### config.mk
export PLATFORM = sky130hd
export DESIGN_NAME = x86_alu_flags_and_branch_test_unit
export DESIGN_NICKNAME = d
export VERILOG_FILES = /design/src/hdl/xafb_pkg.sv /design/src/hdl/xafb_in_stage.sv /design/src/hdl/xafb_exec.sv /design/src/hdl/x86_alu_flags_and_branch_test_unit.sv
export SDC_FILE = /design/constraint.sdc
export NUM_CORES = 1
export LEC_CHECK = 0
export BUFFER_PORTS_ARGS = -buffer_cell sky130_fd_sc_hd__buf_2
export CORE_MARGIN = 2
export CORE_UTILIZATION = 50
export CTS_CLUSTER_SIZE = 25
export DETAILED_ROUTE_END_ITERATION = 10
export HOLD_SLACK_MARGIN = 0.15
export PLACE_DENSITY = 0.76
export SLEW_MARGIN = 40
export SYNTH_ARGS = -nofsm -noshare
export SYNTH_HDL_FRONTEND = slang
export SYNTH_SLANG_ARGS = --single-unit
export TNS_END_PERCENT = 30
### constraint.sdc
create_clock -name aclk -period 6.8 [get_ports aclk]
set_input_delay 0.34 -clock aclk [delete_from_list [all_inputs] [get_ports aclk]]
set_output_delay 0.34 -clock aclk [all_outputs]
set_load 0.01 [all_outputs]
### src/hdl/xafb_pkg.sv
`timescale 1ns / 1ps
// shared types, codes and a parity helper function for the x86 alu flags and branch test unit
// no dependencies

package xafb_pkg;

    localparam int unsigned DATA_W    = 32;
    localparam int unsigned S_TDATA_W = 144;
    localparam int unsigned M_TDATA_W = 72;

    localparam logic [DATA_W-1:0] JCC_LENGTH = 32'd6;

    typedef enum logic [2:0] {
        ALU_ADD = 3'd0,
        ALU_OR  = 3'd1,
        ALU_ADC = 3'd2,
        ALU_SBB = 3'd3,
        ALU_AND = 3'd4,
        ALU_SUB = 3'd5,
        ALU_XOR = 3'd6,
        ALU_CMP = 3'd7
    } alu_fn_t;

    localparam logic [1:0] IMM_ZX8  = 2'd0;
    localparam logic [1:0] IMM_32   = 2'd1;
    localparam logic [1:0] IMM_SX8  = 2'd2;

    localparam logic OP_ALU    = 1'b0;
    localparam logic OP_BRANCH = 1'b1;

    // condition groups, selected by condition[3:1]; condition[0] negates
    localparam logic [2:0] CC_O  = 3'd0;
    localparam logic [2:0] CC_B  = 3'd1;
    localparam logic [2:0] CC_Z  = 3'd2;
    localparam logic [2:0] CC_BE = 3'd3;
    localparam logic [2:0] CC_S  = 3'd4;
    localparam logic [2:0] CC_P  = 3'd5;
    localparam logic [2:0] CC_L  = 3'd6;
    localparam logic [2:0] CC_LE = 3'd7;

    typedef struct packed {
        logic pf;
        logic of;
        logic sf;
        logic zf;
        logic cf;
    } flags_t;

    typedef struct packed {
        logic              operation;
        alu_fn_t           alu_function;
        logic [DATA_W-1:0] operand_a;
        logic [DATA_W-1:0] operand_b;
        logic [1:0]        immediate_form;
        logic [3:0]        condition;
        logic [DATA_W-1:0] current_ip;
        logic signed [DATA_W-1:0] displacement;
    } item_t;

    typedef struct packed {
        logic [DATA_W-1:0] alu_result;
        logic              write_back;
        logic              branch_taken;
        logic [DATA_W-1:0] next_ip;
    } exec_res_t;

    function automatic logic even_parity8(input logic [7:0] v);
        even_parity8 = ~(^v);
    endfunction

endpackage

### src/hdl/xafb_in_stage.sv
`timescale 1ns / 1ps
// input register of the x86 alu flags and branch test unit
// depends on xafb_pkg

module xafb_in_stage (
    input  logic           aclk,
    input  logic           aresetn,
    input  logic           s_tvalid,
    output logic           s_tready,
    input  xafb_pkg::item_t item_in,
    input  logic           advance,
    output logic           valid,
    output xafb_pkg::item_t item
);
    import xafb_pkg::*;

    logic  valid_reg;
    logic  valid_next;
    item_t item_reg;

    // the slot frees up in the same cycle its item moves on
    assign s_tready   = !valid_reg || advance;
    assign valid_next = (s_tvalid && s_tready) || (valid_reg && !advance);

    always_ff @(posedge aclk) begin
        if (!aresetn) begin
            valid_reg <= 1'b0;
        end else begin
            valid_reg <= valid_next;
        end
    end

    always_ff @(posedge aclk) begin
        if (s_tvalid && s_tready) begin
            item_reg <= item_in;
        end
    end

    assign valid = valid_reg;
    assign item  = item_reg;

endmodule

### src/hdl/xafb_exec.sv
`timescale 1ns / 1ps
// alu, flag generation and jcc condition test of the x86 alu flags and branch test unit
// depends on xafb_pkg

module xafb_exec (
    input  xafb_pkg::item_t     item,
    input  xafb_pkg::flags_t    flags,
    output xafb_pkg::exec_res_t res,
    output xafb_pkg::flags_t    flags_next
);
    import xafb_pkg::*;

    logic [DATA_W-1:0] imm;
    logic              cin;
    logic [DATA_W:0]   sum_wide;
    logic [DATA_W:0]   diff_wide;
    logic [DATA_W-1:0] result;
    logic              cf;
    logic              of;
    logic              base;
    logic              taken;
    logic [DATA_W-1:0] fall_ip;

    always_comb begin
        case (item.immediate_form)
            IMM_ZX8: imm = {{(DATA_W-8){1'b0}}, item.operand_b[7:0]};
            IMM_SX8: imm = {{(DATA_W-8){item.operand_b[7]}}, item.operand_b[7:0]};
            default: imm = item.operand_b;
        endcase
    end

    assign cin = (item.alu_function == ALU_ADC || item.alu_function == ALU_SBB) ? flags.cf
                                                                               : 1'b0;
    assign sum_wide  = {1'b0, item.operand_a} + {1'b0, imm} + {{DATA_W{1'b0}}, cin};
    // bit 32 of the 33-bit difference is the borrow
    assign diff_wide = {1'b0, item.operand_a} - {1'b0, imm} - {{DATA_W{1'b0}}, cin};

    always_comb begin
        result = '0;
        cf     = 1'b0;
        of     = 1'b0;
        case (item.alu_function)
            ALU_ADD, ALU_ADC: begin
                result = sum_wide[DATA_W-1:0];
                cf     = sum_wide[DATA_W];
                of     = ~(item.operand_a[DATA_W-1] ^ imm[DATA_W-1])
                         & (item.operand_a[DATA_W-1] ^ sum_wide[DATA_W-1]);
            end
            ALU_SUB, ALU_SBB, ALU_CMP: begin
                result = diff_wide[DATA_W-1:0];
                cf     = diff_wide[DATA_W];
                of     = (item.operand_a[DATA_W-1] ^ imm[DATA_W-1])
                         & (item.operand_a[DATA_W-1] ^ diff_wide[DATA_W-1]);
            end
            ALU_OR:  result = item.operand_a | imm;
            ALU_AND: result = item.operand_a & imm;
            default: result = item.operand_a ^ imm;
        endcase
    end

    always_comb begin
        case (item.condition[3:1])
            CC_O:    base = flags.of;
            CC_B:    base = flags.cf;
            CC_Z:    base = flags.zf;
            CC_BE:   base = flags.cf | flags.zf;
            CC_S:    base = flags.sf;
            CC_P:    base = flags.pf;
            CC_L:    base = flags.sf ^ flags.of;
            default: base = flags.zf | (flags.sf ^ flags.of);
        endcase
    end

    assign taken   = base ^ item.condition[0];
    assign fall_ip = item.current_ip + JCC_LENGTH;

    always_comb begin
        if (item.operation == OP_BRANCH) begin
            flags_next       = flags;
            res.alu_result   = '0;
            res.write_back   = 1'b0;
            res.branch_taken = taken;
            res.next_ip      = taken ? fall_ip + item.displacement : fall_ip;
        end else begin
            flags_next.cf    = cf;
            flags_next.zf    = (result == '0);
            flags_next.sf    = result[DATA_W-1];
            flags_next.of    = of;
            flags_next.pf    = even_parity8(result[7:0]);
            res.alu_result   = result;
            res.write_back   = (item.alu_function != ALU_CMP);
            res.branch_taken = 1'b0;
            res.next_ip      = '0;
        end
    end

endmodule

### src/hdl/x86_alu_flags_and_branch_test_unit.sv
`timescale 1ns / 1ps
// top level of the x86 alu flags and branch test unit
// depends on xafb_pkg, xafb_in_stage and xafb_exec
//
// Each transfer on the s_ channel is one item: an alu group operation on a
// 32-bit operand and an immediate (s_tuser = 0) or a jcc condition test
// (s_tuser = 1). Every item gives exactly one transfer on the m_ channel
// carrying the alu result, the write-back request, the five kept flags
// (cf, zf, sf, of, pf), the branch decision and the next ip.
// An accepted item sits in the input register, is evaluated by the execute
// logic against the kept flags and lands in the result register, which
// shows it on the m_ channel; the input register holds it while the result
// register is still waiting on m_tready. One item is taken per cycle while
// m_tready stays high; the flag update is a loop from the flag register
// through the execute logic. Branch items test the flags left by the most
// recent earlier alu item.
// When m_tready is low the result register holds its transfer, the input
// register still fills, and s_tready drops only when both are occupied.
// Reset (aresetn low, synchronous) clears the flags and empties both
// registers.

module x86_alu_flags_and_branch_test_unit (
    input  logic                                  aclk,
    input  logic                                  aresetn,
    input  logic                                  s_tvalid,
    output logic                                  s_tready,
    // alu_function[2:0], operand_a[34:3], operand_b[66:35], immediate_form[68:67],
    // condition[72:69], current_ip[104:73], displacement[136:105], zero fill
    input  logic [xafb_pkg::S_TDATA_W-1:0]        s_tdata,
    // operation
    input  logic                                  s_tuser,
    output logic                                  m_tvalid,
    input  logic                                  m_tready,
    // alu_result[31:0], write_back[32], carry_flag[33], zero_flag[34],
    // sign_flag[35], overflow_flag[36], parity_flag[37], branch_taken[38],
    // next_ip[70:39], zero fill
    output logic [xafb_pkg::M_TDATA_W-1:0]        m_tdata
);
    import xafb_pkg::*;

    item_t     item_in;
    item_t     item;
    logic      in_valid;
    logic      advance;
    exec_res_t res;
    flags_t    flags_reg;
    flags_t    flags_next;
    logic      out_valid_reg;
    logic      out_valid_next;
    exec_res_t res_reg;
    flags_t    out_flags_reg;

    assign item_in.operation      = s_tuser;
    assign item_in.alu_function   = alu_fn_t'(s_tdata[2:0]);
    assign item_in.operand_a      = s_tdata[34:3];
    assign item_in.operand_b      = s_tdata[66:35];
    assign item_in.immediate_form = s_tdata[68:67];
    assign item_in.condition      = s_tdata[72:69];
    assign item_in.current_ip     = s_tdata[104:73];
    assign item_in.displacement   = s_tdata[136:105];

    assign advance = in_valid && (!out_valid_reg || m_tready);

    xafb_in_stage u_in_stage (
        .aclk     (aclk),
        .aresetn  (aresetn),
        .s_tvalid (s_tvalid),
        .s_tready (s_tready),
        .item_in  (item_in),
        .advance  (advance),
        .valid    (in_valid),
        .item     (item)
    );

    xafb_exec u_exec (
        .item       (item),
        .flags      (flags_reg),
        .res        (res),
        .flags_next (flags_next)
    );

    assign out_valid_next = advance || (out_valid_reg && !m_tready);

    always_ff @(posedge aclk) begin
        if (!aresetn) begin
            out_valid_reg <= 1'b0;
            flags_reg     <= '0;
        end else begin
            out_valid_reg <= out_valid_next;
            if (advance) begin
                flags_reg <= flags_next;
            end
        end
    end

    always_ff @(posedge aclk) begin
        if (advance) begin
            res_reg       <= res;
            out_flags_reg <= flags_next;
        end
    end

    assign m_tvalid = out_valid_reg;
    assign m_tdata  = {1'b0,
                       res_reg.next_ip,
                       res_reg.branch_taken,
                       out_flags_reg.pf,
                       out_flags_reg.of,
                       out_flags_reg.sf,
                       out_flags_reg.zf,
                       out_flags_reg.cf,
                       res_reg.write_back,
                       res_reg.alu_result};

endmodule

# Word-level counts from Yosys, hierarchy flattened
# Cells that the tools add are included.
# totals
ff_bits	216
latch_bits	0
mem_bits_rw	0
romBits	0
output_inout_bits	74
n_memories	0
# classes
addsub	6
multipliers	0
div_mod_pow	0
order_cmp	0
n_eq_ne	14
n_shift	0
muxes	8
bitwise	14
n_reduce_logical	20
# op_table
cell	n
32-bit one-hot mux with 4 select lines	1
32-bit one-hot mux with 2 select lines	1
32-bit by 32-bit adder with 33-bit output	1
33-bit by 1-bit adder with 33-bit output	1
32-bit by 32-bit subtractor with 33-bit output	1
33-bit by 1-bit subtractor with 33-bit output	1
32-bit by 3-bit adder with 32-bit output, second input constant	1
32-bit adder	1
32-bit AND	1
32-bit zero test	1
32-bit 2-to-1 mux	1
32-bit bitwise OR	1
32-bit XOR	1
3-bit equality test, second input constant	6
3-bit by 2-bit equality test with 1-bit output, second input constant	4
8-bit XOR reduction	1
1-bit one-hot mux with 7 select lines	1
3-bit by 1-bit equality test with 1-bit output, second input constant	2
3-bit zero test	2
1-bit logical OR	5
5-bit 2-to-1 mux	1
1-bit XOR	5
1-bit logical AND	4
1-bit zero test	4
other kinds (10)	14

# Depth between registers and ports, before layout
# logic_depth
depth_word	8
mapped_depth	27
depth_no_buf	25

# Modules after synthesis
# A second synthesis with hierarchy kept.
# hier_totals
hier_cells	1691
area_unflattened_um2	15891.5
# by_module_without_submodules
mod	n_inst	cells_each	area_per_inst_um2	seq_area_each_um2
xafb_exec	1	1449	9292.7	0.0
xafb_in_stage	1	143	4201.5	4164.0
x86_alu_flags_and_branch_test_unit	1	99	2397.3	2252.2

# Worst setup path after synthesis
# No wires, ideal clock.
# synth_timing
path_type	register to register
start	reg u_in_stage.item_reg (netlist bit u_in_stage.item[135])
end	reg out_flags_reg (netlist bit m_tdata[33]), data pin
setup_ns	0.260
arrival_ns	4.393
required_ns	6.540
path_slack_ns	2.147
stages_incl_launch_ff	19
path_buffers	3
period_less_slack_ns	4.653
path_cell_list	edfxtp_1 -> clkbuf_1 -> clkbuf_1 -> clkbuf_1 -> nand3_1 -> fa_1 -> fa_1 -> o21ai_1 -> o2bb2ai_2 -> a221oi_2 -> a211oi_2 -> o311ai_4 -> a2111oi_2 -> o21bai_2 -> a21o_1 -> a21oi_1 -> xnor2_1 -> o21ai_1 -> mux2_2
# synth_lines
element	line	rtl
start: declaration	xafb_in_stage.sv:19	item_t item_reg;
start signal: assignment	xafb_in_stage.sv:35	item_reg <= item_in;
end signal: assignment	x86_alu_flags_and_branch_test_unit.sv:99	out_flags_reg <= flags_next;
end: declaration	x86_alu_flags_and_branch_test_unit.sv:51	flags_t out_flags_reg;

==> impl_metrics.tcl <==
set metrics [dict create \
    dp_hpwl_um 33500 \
    ys_seq_elements 216 \
    peakVddDrop_mv 0.191 \
    cp_top_family "compound AO/OA/AOI/OAI gates" \
    critPathBufInv 3 \
    p_switching_uw 1410 \
    finClkSkew_ns 0.0235 \
    grt_max_degree 84 \
    synth_area_mm2 0.0159 \
    final_cell_mix "buf_2 (214), edfxtp_1 (209), ha_1 (162)" \
    gr-usage-all-layers_pct 28.9 \
    nets 2324 \
    start_util_pct 50.5 \
    pwr-share-seq_pct 38.2 \
    avgRoutedWirePerCell_um 20.0 \
    grt_pass1_wl_um 75900 \
    p_leak_uw 0.00851 \
    grt_pass1_vias 14443 \
    port_buffers 214 \
    placed_area_mm2 0.0174 \
    synth_edf_count 209 \
    status "finished clean" \
    post_cts_buffers 0 \
    rsz0062_at_grt "false" \
    cts_root_buffer "clkbuf_16" \
    yosysWarnings 0 \
    setup_viol 0 \
    synthTopCellsByArea "edfxtp_1 (40%), ha_1 (13%), nor2_1 (3.7%), a21oi_1 (3.7%), inv_1 (3.5%)" \
    gp_congestion 0.933 \
    grt-ovfl-total 0 \
    ios 223 \
    worst_path_max_delay_cell "o311ai_0" \
    syn2layout_area_growth_pct 23.4 \
    synth_nets 1975 \
    cp.arrival_ns 5.47 \
    holdWs_ns 0.483 \
    clkTransAtPathRegs_ns 0.07 \
    p_int_uw 2810 \
    largest_reg_flops 138 \
    crit_chain "buf_4 > nand3b_1 > buf_4 > nand2_1 > ha_1 > inv_1 > ha_1 > a21o_1 > a21oi_1 > o21ai_0 > o21a_1 > a21oi_1 > o311ai_0 > nor3b_1 > o21ai_0 > a21oi_1 > and4_4 > nand3_1 > nand2_1" \
    fp.dieH_um 182 \
    stdcell_area_mm2 0.0196 \
    clk_path_buf_depth 3 \
    via_count 14234 \
    viasPerCell 5.87 \
    h-tree-depth 1 \
    die_area_mm2 0.0331 \
    clock-sinks 216 \
    pwr-share-comb_pct 32.4 \
    crit_top_cell "a21oi_1" \
    synth.largest_area_cell "edfxtp_1" \
    ys_seq_area_share_pct 40.5 \
    cts_tree "done" \
    first_pass_iters 8 \
    fin_crit_sh_pct 76.1 \
    layout_min_cycle_time_ns 5.18 \
    critPathLaunchType "register" \
    hold_class "in -> reg" \
    drive_gt1_share_pct 15.7 \
    slew_headroom_pct 47.0 \
    crit_cells 19 \
    yosys_most_used_dff "edfxtp_1" \
    powerDensity_mw_per_mm2 216 \
    worstHoldPathCells 2 \
    maxCapViolCount 0 \
    drc 0 \
    drt_iter0_drc 1087 \
    cts_buffers 24 \
    setup_tns_ns 0 \
    syn_area_per_cell_um2 9.56 \
    ys_types 97 \
    post_cts_resized 0 \
    required_ns 7.09 \
    crit_type "reg -> reg" \
    final_common_cell "buf_2" \
    wl_um 48500 \
    cp_max_fo 26 \
    clk_latency_ns 0.56 \
    yosysTopAreaCellShare_pct 39.6 \
    fp.coreArea_mm2 0.0314 \
    switching_share_pct 33.4 \
    die_x_um 182 \
    finalHoldViolCount 0 \
    tightest_slew_ns 0.794 \
    synthCells 1659 \
    antenna_found_initial 0 \
    ff2ff_setup_slack_ns 1.62 \
    num_rows 65 \
    postRouteAntennaNets 0 \
    worstSetupEndpointType "register" \
    synth-async-reset-ratio_pct 0 \
    fmax_mhz 193 \
    reg2regPathDepth 19 \
    clkPwrFrac_pct 29.4 \
    drv_slew 0 \
    cpPeakStageDelay_ns 0.70 \
    n_antenna_cell 0 \
]
==> layer usage <==
| metal | wire length, µm | vias up | GRT usage [%] | share of wire [%] |
|---|---|---|---|---|
| met1 | 19300 | 6748 | 35.0 | 40 |
| met5 | 0 | - | 0.148 | 0 |
| met3 | 3040 | 158 | 3.87 | 6.3 |
| met2 | 23400 | 601 | 50.3 | 48 |
| met4 | 2810 | 0 | 15.2 | 5.8 |
| li1 | - | 6727 | - | - |
==> power by group through the flow <==
stage                     sequential [µW]  clock [µW]  combinational, µW
after global routing                 1620        1310               1500
after CTS                            1610        1260               1340
after global placement               1640           0               1240
final                                1610        1240               1370
after detailed placement             1640           0               1270
after floorplan                      1650           0                901
==> worst register-to-register path, stage by stage, from the launching register on <==
cell and delay [ns]:
edfxtp_1 0.35, buf_4 0.32, nand3b_1 0.21, buf_4 0.30, nand2_1 0.16, ha_1 0.51
inv_1 0.18, ha_1 0.41, a21o_1 0.18, a21oi_1 0.06, o21ai_0 0.24, o21a_1 0.32
a21oi_1 0.18, o311ai_0 0.70, nor3b_1 0.10, o21ai_0 0.22, a21oi_1 0.11, and4_4 0.22
nand3_1 0.08, nand2_1 0.06
==> cell usage after synthesis, types with 27 or more instances <==
cell type / count
edfxtp_1: 209
ha_1: 162
nor2_1: 158
inv_1: 146
nand2_1: 146
a21oi_1: 116
o21ai_0: 77
xnor2_1: 46
a21o_1: 45
xor2_1: 41
clkbuf_1: 39
nand3_1: 38
and3_1: 29
o21a_1: 27
==> per-stage QoR <==
stage | power, µW | worst slack [ns] | utilization [%] | std cells
after detailed placement | 2900 | 1.75 | 55.5 | 2243
after global placement | 2880 | 1.88 | 55.4 | 2243
final | 4230 | 1.62 | 62.3 | 2425
after CTS | 4210 | 1.68 | 62.3 | 2425
after floorplan | 2550 | 2.15 | - | 1659
after global routing | 4430 | 1.28 | 62.3 | 2425
==> path summary, 6_finish.rpt <==
check                            from                  end
setup / recovery  u_in_stage.item[68]          m_tdata[34]
hold / removal            s_tdata[87]  u_in_stage.item[46]
setup reg to reg  u_in_stage.item[68]          m_tdata[34]
hold reg to reg          flags_reg[1]         flags_reg[1]
==> area by class of cell <==
cell class	count	area, µm²
Fill cell	2507	11800
Multi-Input combinational cell	1242	8700
Sequential cell	216	6420
Timing Repair Buffer	376	2650
Clock buffer	28	616
Inverter	148	557
Tap cell	402	503
Clock inverter	13	123
==> logic make-up (layout without fill, tap and decap cells) <==
logic type      Yosys count  after routing  share of synthesized area, %
compound gates          466            466                          20.2
xor+xnor                 90             90                          5.11
fa+ha+maj               167            167                          13.4
buf+inv                 201            565                          4.84
flops                   216            216                          40.5
mux                      14             14                         0.931
other cells               1              1                        0.0237
simple gates            504            504                          15.0
==> repair_timing <==
action                                  CTS  global route
hold buffers                            141             0
endpoints found under the setup margin    0             0
endpoints found under the hold margin   141             0
(Power assumes the default switching activity.)
